### config.mk
export PLATFORM = sky130hd
export DESIGN_NAME = ssr_ctrl
export DESIGN_NICKNAME = d
export VERILOG_FILES = /design/src/rtl/ssr_pkg.sv /design/src/rtl/ssr_ctrl.sv
export VERILOG_INCLUDE_DIRS = /design/src /design/src/rtl
export SDC_FILE = /design/constraint.sdc
export NUM_CORES = 1
export LEC_CHECK = 0
export BUFFER_PORTS_ARGS = -buffer_cell sky130_fd_sc_hd__buf_2
export CELL_PAD_IN_SITES_DETAIL_PLACEMENT = 1
export CELL_PAD_IN_SITES_GLOBAL_PLACEMENT = 2
export CORE_UTILIZATION = 20
export CTS_CLUSTER_SIZE = 16
export DETAILED_ROUTE_END_ITERATION = 10
export GPL_ROUTABILITY_DRIVEN = 0
export PLACE_DENSITY_LB_ADDON = 0.1
export SYNTH_ARGS = -nofsm -noshare
export SYNTH_HDL_FRONTEND = slang
export SYNTH_SLANG_ARGS = --single-unit
### constraint.sdc
create_clock -name clock -period 1.42 [get_ports clock]
set_input_delay 0 -clock clock [delete_from_list [all_inputs] [get_ports clock]]
set_output_delay 0 -clock clock [all_outputs]
set_load 0.1 [all_outputs]
### src/rtl/assert_macros.svh
// assertion helpers shared by the rtl files
`ifndef ASSERT_MACROS_SVH
`define ASSERT_MACROS_SVH

// property checked on every clock edge outside reset
`define SSR_ASSERT(label, prop, msg) \
   label: assert property (@(posedge clock) disable iff (reset) (prop)) else $error(msg);

// antecedent implies consequent on the following clock edge
`define SSR_ASSERT_NEXT(label, ante, cons, msg) \
   label: assert property (@(posedge clock) disable iff (reset) (ante) |=> (cons)) \
      else $error(msg);

`endif

### src/rtl/ssr_pkg.sv
// ----------------------------------------------------------------------------
// ssr_pkg
// Types and constants shared by the sandpile ring step controller, datapath
// and top level.
// ----------------------------------------------------------------------------
package ssr_pkg;

   // item field widths
   localparam int SITE_W      = 10;
   localparam int AMOUNT_W    = 16;
   localparam int HSUM_W      = 40;
   localparam int QSUM_W      = 63;
   localparam int COUNT_W     = 32;
   localparam int RING_SIZE_W = 11;

   // configuration port
   localparam int CSR_IDX_W  = 1;
   localparam int CSR_DATA_W = 32;
   localparam logic [CSR_IDX_W-1:0] CSR_RING_SIZE = 1'b0;
   localparam logic [CSR_IDX_W-1:0] CSR_WARMUP    = 1'b1;
   localparam logic [RING_SIZE_W-1:0] RING_SIZE_RESET = 11'd1000;
   localparam logic [CSR_DATA_W-1:0]  WARMUP_RESET    = 32'd1000000;

   // action codes
   localparam logic [1:0] ACT_DEPOSIT = 2'd0;
   localparam logic [1:0] ACT_TOPPLE  = 2'd1;
   localparam logic [1:0] ACT_SWEEP   = 2'd2;

   typedef struct packed {
      logic [1:0]          action;
      logic [SITE_W-1:0]   site;
      logic [AMOUNT_W-1:0] amount;
      logic                first_goes_right;
      logic                second_goes_right;
   } req_item_type;

   typedef struct packed {
      logic               toppled;
      logic               sample_taken;
      logic [HSUM_W-1:0]  height_sum;
      logic [QSUM_W-1:0]  square_sum;
      logic [COUNT_W-1:0] sample_count;
   } rsp_item_type;

   // memory read address source
   typedef enum logic [1:0] {
      RD_REQ = 2'd0,
      RD_TA  = 2'd1,
      RD_TB  = 2'd2
   } rd_sel_type;

   // memory write source
   typedef enum logic [2:0] {
      WR_NONE    = 3'd0,
      WR_CLEAR   = 3'd1,
      WR_DEPOSIT = 3'd2,
      WR_SITE    = 3'd3,
      WR_TA      = 3'd4,
      WR_TB      = 3'd5
   } wr_sel_type;

   typedef struct packed {
      logic       accept;
      rd_sel_type rd_sel;
      wr_sel_type wr_sel;
      logic       count_sweep;
      logic       sq_load;
      logic       acc;
      logic       rsp;
      logic       rsp_toppled;
      logic       rsp_sampled;
   } ctrl_cmd_type;

   typedef struct packed {
      logic       clear_done;
      logic [1:0] action;
      logic       site_ok;
      logic       active;
      logic       single_tgt;
      logic       sample_due;
   } ctrl_status_type;

endpackage

### src/rtl/ssr_ctrl.sv
// ----------------------------------------------------------------------------
// ssr_ctrl
// Controller: sequences the clearing sweep, item accept, memory reads and
// writes, sample accumulation and the result strobe.
// ----------------------------------------------------------------------------
module ssr_ctrl import ssr_pkg::*; (
   input  logic            clock,
   input  logic            reset,
   input  logic            start,
   output logic            busy,
   input  ctrl_status_type status_i,
   output ctrl_cmd_type    cmd_o
);

`include "assert_macros.svh"

   typedef enum logic [5:0] {
      ST_CLEAR = 6'b000001,
      ST_IDLE  = 6'b000010,
      ST_EVAL  = 6'b000100,
      ST_TGT_A = 6'b001000,
      ST_TGT_B = 6'b010000,
      ST_ACC   = 6'b100000
   } state_type;

   state_type state_ff;
   state_type state_in;

   always_ff @(posedge clock) begin
      if (reset) begin
         state_ff <= ST_CLEAR;
      end else begin
         state_ff <= state_in;
      end
   end

   assign busy = (state_ff != ST_IDLE);

   // next state and commands
   always_comb begin
      state_in     = state_ff;
      cmd_o        = '0;
      cmd_o.rd_sel = RD_REQ;
      cmd_o.wr_sel = WR_NONE;
      unique case (state_ff)
         ST_CLEAR: begin
            cmd_o.wr_sel = WR_CLEAR;
            if (status_i.clear_done) begin
               state_in = ST_IDLE;
            end
         end
         ST_IDLE: begin
            if (start) begin
               cmd_o.accept = 1'b1;
               state_in     = ST_EVAL;
            end
         end
         ST_EVAL: begin
            unique case (status_i.action)
               ACT_DEPOSIT: begin
                  if (status_i.site_ok) begin
                     cmd_o.wr_sel = WR_DEPOSIT;
                  end
                  cmd_o.rsp = 1'b1;
                  state_in  = ST_IDLE;
               end
               ACT_TOPPLE: begin
                  if (status_i.site_ok && status_i.active) begin
                     cmd_o.wr_sel = WR_SITE;
                     cmd_o.rd_sel = RD_TA;
                     state_in     = ST_TGT_A;
                  end else begin
                     cmd_o.rsp = 1'b1;
                     state_in  = ST_IDLE;
                  end
               end
               ACT_SWEEP: begin
                  cmd_o.count_sweep = 1'b1;
                  if (status_i.sample_due) begin
                     cmd_o.sq_load = 1'b1;
                     state_in      = ST_ACC;
                  end else begin
                     cmd_o.rsp = 1'b1;
                     state_in  = ST_IDLE;
                  end
               end
               default: begin
                  cmd_o.rsp = 1'b1;
                  state_in  = ST_IDLE;
               end
            endcase
         end
         ST_TGT_A: begin
            cmd_o.wr_sel = WR_TA;
            if (status_i.single_tgt) begin
               cmd_o.rsp         = 1'b1;
               cmd_o.rsp_toppled = 1'b1;
               state_in          = ST_IDLE;
            end else begin
               cmd_o.rd_sel = RD_TB;
               state_in     = ST_TGT_B;
            end
         end
         ST_TGT_B: begin
            cmd_o.wr_sel      = WR_TB;
            cmd_o.rsp         = 1'b1;
            cmd_o.rsp_toppled = 1'b1;
            state_in          = ST_IDLE;
         end
         ST_ACC: begin
            cmd_o.acc         = 1'b1;
            cmd_o.rsp         = 1'b1;
            cmd_o.rsp_sampled = 1'b1;
            state_in          = ST_IDLE;
         end
         default: begin
            state_in = ST_CLEAR;
         end
      endcase
   end

   // an accepted item is evaluated next
   `SSR_ASSERT_NEXT(a_accept_eval, start && !busy, state_ff == ST_EVAL, "accept did not enter eval")
   // one result strobe per item, never back to back
   `SSR_ASSERT_NEXT(a_rsp_single, cmd_o.rsp, !cmd_o.rsp, "result strobe repeated")
   // the second grain follows the first
   `SSR_ASSERT(a_tgt_b_order, (state_ff != ST_TGT_B) || $past(state_ff == ST_TGT_A), "second target out of order")

endmodule

### Yosys cells after proc, flatten, opt, wreduce, memory -nomap -nowiden

Index checks and enable logic that the tools add are counted.

| word-level totals | value |
|---|---|
| bits of input ports | 10 |
| flip-flop bits (word level) | 6 |
| latch bits | 0 |
| memory bits (read-only) | 0 |
| memories kept | 0 |
| bits in writable memories | 0 |

| operators by class | value |
|---|---|
| multiply operators | 0 |
| magnitude comparators | 0 |
| muxes and demuxes | 26 |
| bitwise gates (word level) | 0 |
| reductions and logical operators | 4 |
| shifts and indexed selects | 0 |
| add/sub/neg operators | 0 |
| div/mod/pow operators | 0 |
| equal/unequal tests | 11 |

Operator list:

| cell | count |
|---|---|
| 6-bit case mux with 5 select lines | 1 |
| 6-bit 2-to-1 mux | 3 |
| 2-bit 2-to-1 mux | 6 |
| 3-bit case mux with 4 select lines | 1 |
| 6-bit case mux with 2 select lines | 1 |
| 4-bit 2-to-1 mux | 2 |
| 6-bit by 1-bit == test with 1-bit output, second input constant | 1 |
| 6-bit by 2-bit == test with 1-bit output, second input constant | 1 |
| 6-bit by 3-bit == test with 1-bit output, second input constant | 1 |
| 6-bit by 4-bit == test with 1-bit output, second input constant | 1 |
| 6-bit by 5-bit == test with 1-bit output, second input constant | 1 |
| 6-bit == test, second input constant | 1 |
| 1-bit 2-to-1 mux | 6 |
| 6-bit by 2-bit != test with 1-bit output, second input constant | 1 |
| 3-bit case mux with 2 select lines | 1 |
| 5-bit 2-to-1 mux | 1 |
| 2-bit != test, second input constant | 2 |
| 1-bit case mux with 2 select lines | 2 |
| 2-bit case mux with 2 select lines | 1 |
| 1-bit case mux with 3 select lines | 1 |
| 2-bit by 1-bit == test with 1-bit output, second input constant | 1 |
| 2-bit == test, second input constant | 1 |
| 2-bit logical NOT | 1 |
| 2-bit AND reduction | 1 |
| other kinds (2) | 2 |

### Logic depth before layout (Yosys ltp)

| depth | value |
|---|---|
| depth in word-level cells | 4 |
| gate-level depth with buffers | 6 |
| depth with buffers taken out | 6 |

### Worst setup path after synthesis

OpenSTA, ideal clock, no wires.

| path | value |
|---|---|
| path type | register to register |
| start point | reg state_ff[1] |
| end point | reg state_ff[1] |
| arrival time | 4.853 ns |
| clock period less this slack | 4.914 ns |
| buffers on the path | 0 |
| slack | -3.494 ns |
| cell stages (with the launch flop) | 5 |
| cell sequence | dfxtp_1 or2_2 nor4_1 or3_1 o21ba_1 |

| between the ends | value |
|---|---|
| cells in the longest elaborated chain, start to end | 3 |
| elaborated cells on any way between the ends | 11 |
| those cells by class | eq/ne: 8; mux: 1; reduce/logical: 2 |

RTL lines:

| element | line | source |
|---|---|---|
| start, declared | ssr_ctrl.sv:26 | `state_type state_ff;` |
| start signal, assigned | ssr_ctrl.sv:33 | `state_ff <= state_in;` |
| 6-bit == test (tied with other cells) | ssr_ctrl.sv:45 | `unique case (state_ff)` |
| 2-bit OR reduction (no line) / 2-bit != test (equally long branches) | -- |  |
| 6-bit case mux with 5 select lines / 2-bit AND reduction (equally long branches) | -- |  |

Parallel ways exist; a longest one is shown, timed or not.
A chain may end at the register's enable or synchronous reset.

==> results.py <==
metrics = {
    "outcome": {
        "outcome": "finished, violations left",
        "violations": "hold timing, setup timing",
    },
    "timing": {
        "setup_viol": 18,
        "hold_viol_final": 2,
        "setup_tns_ns": -5.07,
        "skew_ns": 0.0141,
        "maxSlewHeadroom_pct": 82.3,
        "fin_crit_sh_pct": 131,
        "post-route-worst-setup-slack_ns": -0.434,
        "fmax_ghz": 0.539,
        "rsz0062_at_grt": "yes",
        "tightest_slew_ns": 0.263,
        "fin_crit_ns": 1.85,
        "slew_violations": 0,
        "hold_ws_ns": -0.0145,
    },
    "floorplan": {
        "rows": 16,
        "boundaryPins": 23,
        "die_area_sq_mm": 0.00242,
        "die_y_microns": 49.2,
        "fp.dieW_microns": 49.2,
        "core_sq_mm": 0.00202,
        "initial_core_util_pct": 22.0,
    },
    "power_and_ir_drop": {
        "power.leakage_nw": 0.492,
        "irDropWorstVdd_mv": 0.481,
        "powerDensity_mw_per_mm2": 446,
    },
    "setup_path": {
        "crit_chain": "or4_4 > buf_6 > nor2_4 > nand4_1 > buf_6 > o21ai_4 > buf_12",
        "worstPathRequired_ns": 1.42,
        "cp_slowest_stage_delay_ns": 0.55,
        "reg2reg_setup_slack_ns": -0.32,
        "crit_top_cell": "buf_6",
        "start_kind": "flop",
        "slowest_stage": "or4_4",
        "cp.arrival_ns": 1.85,
        "endpoint_kind": "output port",
        "crit_path_max_fanout": 4,
        "path_class": "reg2out",
    },
    "logic_synthesis": {
        "ys.flop_type": "dfxtp_1",
        "ys_seq_elements": 6,
        "syn_inst": 55,
        "ys_seq_area_share_pct": 27.0,
        "synth.cell_area_sq_um": 445,
        "synth.top_cell.area_share_pct": 27.0,
        "synth_area_leader_cell": "dfxtp_1",
        "synth_edf_count": 0,
        "synth_area_leaders": "dfxtp_1 27%, ha_1 8.4%, inv_1 4.2%",
        "synth_cell_types": 29,
        "async_flop_share_pct": 0,
        "syn_nets": 68,
        "postSynthAreaPerCell_sq_um": 8.10,
        "yosysWarnings": 0,
    },
    "finish": {
        "antenna_cells": 0,
        "largest_reg_flops": 6,
        "nets": 119,
        "layout_common_cells": "13 x buf_12, 13 x buf_4, 11 x buf_6",
        "largest-register": "state_ff",
        "drive_above_1_share_pct": 75.0,
        "reg_top3": "state_ff x6",
        "fill_cells": 234,
        "syn_to_final_growth_pct": 166,
    },
    "global_routing": {
        "grt_max_degree": 8,
        "globalRouteOverflowTotal": 0,
        "antenna_found_initial": 0,
        "grt_first_pass_wirelength_mm": 2.89,
        "grt.total_usage_pct": 15.9,
        "grt_pass1_vias": 626,
    },
    "drt": {
        "first_pass_iters": 2,
        "routed_via_density": 4.41,
        "vias": 578,
        "wl_mm": 1.75,
        "ant_nets": 0,
        "detail_route.wl_per_cell_microns": 13.4,
        "drtIter0Drc": 1,
        "drc": 0,
    },
    "flow_run": {
        "max_cap_viol_count": 0,
    },
    "cts": {
        "clk_latency_ns": 0.24,
        "cts_made_buffers": 3,
        "cts-root-buf": "clkbuf_4",
        "cts_buffer_depth": 2,
        "cts_tree": "done",
        "cts.clk_slew.worst_paths_ns": 0.06,
        "htreeDepth": 1,
        "clock_sinks": 6,
    },
    "hold_path": {
        "worstHoldPathType": "in2reg",
    },
    "placement": {
        "post-dp-hpwl_mm": 1.36,
        "io_buffers": 22,
        "dp_slack_ns": -0.222,
    },
}
==> repair_timing <==
action | 4_1_cts | 5_1_grt
setup endpoints to repair | 19 | 18
setup buffers | 4 | 4
pin swaps | 9 | 4
resized for setup | 18 | 5
hold endpoints to repair | 1 | 0
hold buffers | 1 | 0
==> synth_stat cells (2+ instances only) <==
master    n
dfxtp_1   6
nand3_1   2
nor2_1    4
or2b_1    2
xnor2_1   2
nand2_1   2
ha_1      3
nor4_1    2
or2_2     2
nor3_1    3
or3_1     2
inv_1     5
nand2b_1  3
a21oi_1   2
==> report_power, final <==
group | switching (mW) | internal (mW) | leakage (nW)
clock | 0.0618 | 0.0957 | 0.0138
combinational | 0.0998 | 0.0930 | 0.428
sequential | 0.00436 | 0.174 | 0.0505
==> stage by stage <==
stage	total power, mW	hold WS, ns	std cells	util (%)	area, sq um
finish	0.528	-0.0145	131	58.6	1180
global route	0.559	0.00724	131	58.6	1180
CTS	0.521	0.0000894	127	55.8	1130
detailed placement	0.345	0.238	120	49.6	1000
global placement	0.342	0.234	120	49.6	1000
floorplan	0.276	0.0694	55	-	558
==> cell families after synthesis <==
logic type	after synthesis	share of synthesized area, %
buffers and inverters	6	5.90
adder cells (fa/ha/maj)	3	8.43
flip-flops	6	27.0
XOR/XNOR	2	3.93
AO/OA/AOI/OAI	9	14.9
AND/OR/NAND/NOR	29	39.9
==> critical path: cells and delay by family (launching register included) <==
kind            cells  cell delay [ns]
simple gates        3             0.75
buf+inv             3             0.49
flops               1             0.31
compound gates      1             0.06
==> cell type report <==
| type | count | area [sq um] | share of cell area, % |
|---|---|---|---|
| timing repair buffer | 47 | 537 | 45.3 |
| multi-input combinational | 43 | 439 | 37.1 |
| sequential | 6 | 126 | 10.7 |
| tap | 27 | 33.8 | 2.85 |
| inverter | 5 | 26.3 | 2.22 |
| clock buffer | 3 | 22.5 | 1.90 |
==> routing by layer <==
| metal | routed length (microns) | track usage (%) | share of wire (%) |
|---|---|---|---|
| met5 | 0 | 0 | 0 |
| met4 | 21 | 5.88 | 1.2 |
| met3 | 49 | 1.25 | 2.8 |
| met2 | 892 | 28.3 | 51 |
| met1 | 785 | 19.6 | 45 |
==> final timing paths <==
path	from	cells after the start	to
setup reg to reg	state_ff[3]$_SDFFE_PP0P_	8	state_ff[3]$_SDFFE_PP0P_
hold / removal	reset	2	state_ff[4]$_SDFFE_PP0P_
hold reg to reg	state_ff[5]$_SDFFE_PP0P_	3	state_ff[4]$_SDFFE_PP0P_
setup / recovery	state_ff[3]$_SDFFE_PP0P_	7	cmd_o[6]
(Power assumes the default switching activity.)
